File: config.mk
export PLATFORM = sky130hd
export DESIGN_NAME = nipf_ram
export DESIGN_NICKNAME = d
export VERILOG_FILES = /design/src/design/nipf_ram.sv
export SDC_FILE = /design/constraint.sdc
export NUM_CORES = 1
export LEC_CHECK = 0
export BUFFER_PORTS_ARGS = -buffer_cell sky130_fd_sc_hd__buf_2
export CAP_MARGIN = 25
export CORE_MARGIN = 10
export CORE_UTILIZATION = 60
export DETAILED_ROUTE_END_ITERATION = 10
export PLACE_DENSITY = 0.89
export SETUP_SLACK_MARGIN = 0.1
export SYNTH_ARGS = -nofsm -noshare
export SYNTH_HDL_FRONTEND = slang
export SYNTH_SLANG_ARGS = --single-unit
File: constraint.sdc
create_clock -name clk -period 1.75 [get_ports clk]
set_input_delay 0.0875 -clock clk [delete_from_list [all_inputs] [get_ports clk]]
set_output_delay 0.0875 -clock clk [all_outputs]
set_load 0.005 [all_outputs]
File: src/design/nipf_ram.sv
// -----------------------------------------------------------------------------
// nipf_ram
// Simple dual-port RAM: one write port, one read port with registered data.
// -----------------------------------------------------------------------------
module nipf_ram #(
    parameter int WIDTH = 8,
    parameter int DEPTH = 16
) (
    input  logic                     clk,
    input  logic                     wr_en,
    input  logic [$clog2(DEPTH)-1:0] wr_addr,
    input  logic [WIDTH-1:0]         wr_data,
    input  logic                     rd_en,
    input  logic [$clog2(DEPTH)-1:0] rd_addr,
    output logic [WIDTH-1:0]         rd_data
);

    logic [WIDTH-1:0] mem [DEPTH];

    always_ff @(posedge clk)
    begin
        if (wr_en)
        begin
            mem[wr_addr] <= wr_data;
        end
        if (rd_en)
        begin
            rd_data <= mem[rd_addr];
        end
    end

endmodule

==> impl_metrics.toml, run 1 <==
[layout]
nets = 314
syn_to_final_growth_pct = 20.4
drive_above_1_share_pct = 30.9
fin_area_mm2 = 0.00630
stdcell_count = 413
final_cell_mix = "edfxtp_1, buf_2, buf_4, mux4_2"
utilization_pct = 75.5
final_common_cell = "edfxtp_1"

[route]
wire_per_inst_um = 25.2
vias = 2549
routed_via_density = 6.17
routed_wl_um = 10400
drc = 0
drt_pass1_iterations = 5
drt_iter0_drc = 242
ant_nets = 0

[sta]
max-slew-margin-rel_pct = 68.8
maxSlewViolCount = 0
hold_slack_ps = 134
rsz0062_at_grt = "false"
period_share_pct = 85.5
finalHoldViolCount = 0
tns_ps = 0
min_period_ps = 1500
worstMarginPinSlew_ps = 467
fmax_mhz = 669
skew_ps = 11.0
finalSetupViolCount = 0

[logic_synthesis]
syn_area_per_cell_um2 = 22.8
syn_area_mm2 = 0.00523
synth-seq-cells = 136
ys_warn_count = 0
synth_cell_types = 18
synthCells = 229
syn-num-nets = 248
ys_seq_area_share_pct = 78.1

[cts]
path_clk_slew_ps = 60
htree_levels = 4
insertion_delay_ps = 510
cts_tree = "yes"
cts.sinks = 136
post_cts_buffers = 0
postCtsResizedCells = 0
clockBufferDepth = 2
ctsRootBufferMaster = "clkbuf_8"
cts_buffers = 17
postCtsHoldBufs = 9

[floorplan]
start_util_pct = 62.7
dieArea_mm2 = 0.0128
num_io_pins = 27
die_w_um = 113
coreArea_mm2 = 0.00834
fp.dieH_um = 113
num_rows = 33

[placement]
gp_congestion = 0.763
place_hpwl_um = 6570
dp_cells = 372
portBuffers = 26
place_area_mm2 = 0.00561

[global_route]
grt_pass1_wl_um = 16300
grt_start_max_net_pins = 19
grt_pass1_vias = 2798
gr-usage-all-layers_pct = 17.4
antenna_found_initial = 1
grt-ovfl-total = 0

[worst_setup_path]
cp-start-kind = "register"
rrSetupSlack_ps = 250
crit_path_top_delay_cell = "mux4_1"
arrival_ps = 1750
critPathMaxFanout = 1
endpoint_kind = "register"
worst_r2r_path_depth = 3
slowest_delay_ps = 540
rr_endpoint = "rd_data[3]"
crit-reg2reg-launch = "mem[1][3]"
crit_chain = "mux4_1, a22oi_1, nand2_1"
worstSetupPathType = "reg -> reg"
endpoint = "rd_data[3]"
required_ps = 2010
worstSetupStartpoint = "mem[1][3]"

[pwr]
ir_drop_v = 0.000758
p_leak_uw = 0.00215
power_density_mw_per_mm2 = 1200

[worst_hold_path]
min_path_type = "in -> reg"
hp-start = "wr_addr[0]"

[run_status]
status = "finished clean"

[flow_run]
cap_violations = 0
## per-stage QoR
step                      power [uW]  worst slack (ps)
after global placement          4080               170
after floorplan                 3940               170
after CTS                       7620               250
after detailed placement        4100               171
after global routing            7820               211
final                           7570               254
## per-layer routing
layer | global-route usage [%] | up-vias | part of all wire (%)
li1 | - | 1115 | -
met1 | 22.1 | 1292 | 40
met2 | 27.1 | 136 | 51
met3 | 5.44 | 6 | 8.9
met4 | 7.61 | 0 | 0.92
met5 | 0 | - | 0
## synthesized netlist by cell type
| library cell | number | area [um2] |
|---|---|---|
| clkdlybuf4s25_2 | 3 | 30.0 |
| nor2b_1 | 1 | 6.26 |
| edfxtp_1 | 136 | 4080 |
| buf_2 | 3 | 15.0 |
| nand3_1 | 1 | 5.00 |
| nor3_1 | 4 | 20.0 |
| and2_1 | 1 | 6.26 |
| nor2_1 | 13 | 48.8 |
| and2b_1 | 1 | 7.51 |
| buf_4 | 1 | 7.51 |
| nand2b_1 | 2 | 12.5 |
| nand3b_1 | 2 | 15.0 |
| mux4_1 | 14 | 368 |
| a22oi_1 | 16 | 120 |
| nand2_1 | 9 | 33.8 |
| mux4_2 | 18 | 405 |
| buf_6 | 3 | 33.8 |
| or3b_2 | 1 | 8.76 |
## worst max-delay path: cells and delay by family, from the launching register on
kind	cells	cell delay, ps
multiplexers	1	540
flip-flops	1	380
AO/OA/AOI/OAI	1	250
AND/OR/NAND/NOR	1	70
## flip-flops by register name, indices dropped and copies added (netlist names)
| register | cells |
|---|---|
| mem | 128 |
| rd_data | 8 |
## power by group
part | leakage [uW] | internal (uW) | switching [uW]
Combinational | 0.000640 | 164 | 196
Sequential | 0.00124 | 3670 | 23.1
Clock | 0.000278 | 2290 | 1220
## how the worst min path moves through the flow
stage	end	slack [ps]	depth (start not counted)
3_3_place_gp	rd_data[1]	470	1
6_report	mem[4][1]	130	3
3_5_place_dp	rd_data[0]	470	1
4_1_cts	mem[0][3]	110	3
5_1_grt	mem[4][6]	150	3
2_1_floorplan	mem[0][0]	190	0
## cell families (layout without fill, tap and decap cells)
logic type,count (synthesis),in the layout,synth area share [%]
AOI/OAI and AO/OA,16,16,2.30
buffers and inverters,10,88,1.65
DFF,136,136,78.1
muxes,32,32,14.8
other,0,1,0
and+or+nand+nor,35,35,3.14
## final cells by class
type	count	area, um2
clock inverter	13	180
timing repair buffer	57	423
sequential	136	4080
tap	105	131
clock buffer	18	418
fill	428	2040
multi-input combinational	83	1060
antenna	1	2.50
No activity file was read; power rests on OpenSTA's default activity.
==> run 2: changes to the inputs <==
--- a/config.mk
+++ b/config.mk
@@ -9,8 +9,10 @@
 export CAP_MARGIN = 25
 export CORE_MARGIN = 10
 export CORE_UTILIZATION = 60
+export CTS_CLUSTER_SIZE = 14
 export DETAILED_ROUTE_END_ITERATION = 10
 export PLACE_DENSITY = 0.89
+export RECOVER_POWER = 100
 export SETUP_SLACK_MARGIN = 0.1
 export SYNTH_ARGS = -nofsm -noshare
 export SYNTH_HDL_FRONTEND = slang
==> run 2 against run 1 <==
Total power is 0.11% lower. Sequential power hardly changed. Die area stayed put. Hold slack better by 92 ps. Clock power hardly changed. Combinational power is 4% lower. Clock skew is 4.3 ps lower. Fmax is 0.84% higher. Count of clock-buffer cells in the layout stayed put. Largest power group unchanged.
==> impl_metrics.toml, run 2 (synthesis results as in run 1) <==
[run_status]
status = "finished clean"

[global_route]
grt_pass1_vias = 2798
grt_start_max_net_pins = 19
antenna_found_initial = 0
grt_pass1_wl_um = 16300
gr-usage-all-layers_pct = 17.4
grt-ovfl-total = 0

[layout]
reg_top3 = "mem: 128 flops, rd_data: 8 flops"
drive_above_1_share_pct = 18.9
antenna_cells = 0
syn_to_final_growth_pct = 18.7
final_common_cell = "edfxtp_1"
fin_area_mm2 = 0.00621
largest_register_ffs = 128
multiInputGateArea_mm2 = 0.00106
final_cell_mix = "edfxtp_1, clkbuf_1, mux4_2, a22oi_1, clkbuf_16"
nets = 314
nFillCells = 460
top_register = "mem"
regArea_mm2 = 0.00408

[worst_setup_path]
rrSetupSlack_ps = 270
cp-start-kind = "register"
rr_endpoint = "rd_data[0]"
critPathBufInv = 0
required_ps = 2000
cp_top_family = "multiplexers"
endpoint_kind = "register"
worst_r2r_path_depth = 3
crit-reg2reg-launch = "mem[0][0]"
crit_path_top_delay_cell = "mux4_1"
worstSetupStartpoint = "mem[0][0]"
endpoint = "rd_data[0]"
cp.depth = 3
slowest_delay_ps = 530
worstSetupPathType = "reg -> reg"
arrival_ps = 1730
crit_chain = "mux4_1, a22oi_1, nand2_1"
critPathMaxFanout = 1

[floorplan]
num_rows = 33
start_util_pct = 62.7
die_w_um = 113
coreArea_mm2 = 0.00834
dieArea_mm2 = 0.0128
num_io_pins = 27
fp.dieH_um = 113

[placement]
portBuffers = 26
gp_congestion = 0.763
place_hpwl_um = 6570
place_area_mm2 = 0.00561

[flow_run]
cap_violations = 0

[sta]
min_period_ps = 1480
period_share_pct = 84.8
maxSlewViolCount = 0
worstMarginPinSlew_ps = 734
fmax_mhz = 674
tns_ps = 0
finalHoldViolCount = 0
skew_ps = 6.72
rsz0062_at_grt = "false"
max-slew-margin-rel_pct = 51.1
finalSetupViolCount = 0

[route]
top_layer = "met4"
drt_iter0_drc = 299
vias = 2538
drc = 0
drt-met1-wl_um = 4190
dr_wl_met2_um = 5220
routed-wl-met3_um = 855
wire_per_inst_um = 25.3
ant_nets = 0
routed_via_density = 6.16
drt_pass1_iterations = 4
routed_wl_um = 10400

[pwr]
pwr-share-clk_pct = 46.5
p_seq_share_pct = 48.9
comb_power_share_pct = 4.6
p_leak_uw = 0.00203
power_density_mw_per_mm2 = 1220
swShare_pct = 19.1
power.internal_uw = 6120
p_sw_uw = 1440
ir_drop_v = 0.000760

[cts]
ctsRootBufferMaster = "clkbuf_8"
clockBufferDepth = 2
path_clk_slew_ps = 60
cts.sinks = 136
cts_tree = "yes"
cts_buffers = 17
postCtsResizedCells = 0
htree_levels = 4
insertion_delay_ps = 510

[worst_hold_path]
min_path_type = "in -> reg"
-- run 2: cell type report --
type                            instances  area share (%)
Clock buffer                           18            6.73
Timing Repair Buffer                   57            5.42
Sequential cell                       136            65.8
Multi-Input combinational cell         83            17.0
Clock inverter                         13            2.90
Tap cell                              105            2.12
-- run 2: worst register-to-register path, cell delays in order, from the launching register on --
cell      delay, ps
edfxtp_1        370
mux4_1          530
a22oi_1         220
nand2_1         100
-- run 2: worst min-delay path by stage --
stage	from	to	slack [ps]	cells after the start
after CTS	wr_addr[0]	mem[0][3]	110	3
after floorplan	wr_data[0]	mem[0][0]	190	0
after detailed placement	rd_en	rd_data[0]	470	1
after global placement	rd_en	rd_data[1]	470	1
final	rd_addr[1]	rd_data[7]	230	4
after global routing	rd_addr[1]	rd_data[7]	250	4
-- run 2: routing by layer --
| metal | up-vias | track usage (%) |
|---|---|---|
| met5 | - | 0 |
| met4 | 0 | 7.61 |
| met3 | 14 | 5.44 |
| met2 | 116 | 27.1 |
| met1 | 1292 | 22.1 |
| li1 | 1116 | - |
-- run 2: timing repair --
item | CTS | global route
endpoints found under the hold margin | 136 | 0
buffers inserted | 0 | 0
hold buffers | 9 | 0
-- run 2: power groups by stage --
stage	clock, uW	combinational (uW)	sequential, uW
floorplan	0	185	3750
global placement	0	327	3750
detailed placement	0	341	3760
CTS	3570	362	3700
global route	3730	378	3700
finish	3520	346	3700
-- run 2: through the flow --
stage          cells  power, uW  setup slack (ps)  util [%]  hold slack [ps]
4_1_cts          412       7620               250      75.5              114
3_5_place_dp     372       4100               171      67.2              473
2_1_floorplan    229       3940               170         -              186
6_report         412       7560               267      74.4              227
5_1_grt          412       7810               211      74.4              250
3_3_place_gp     372       4080               170      67.2              468
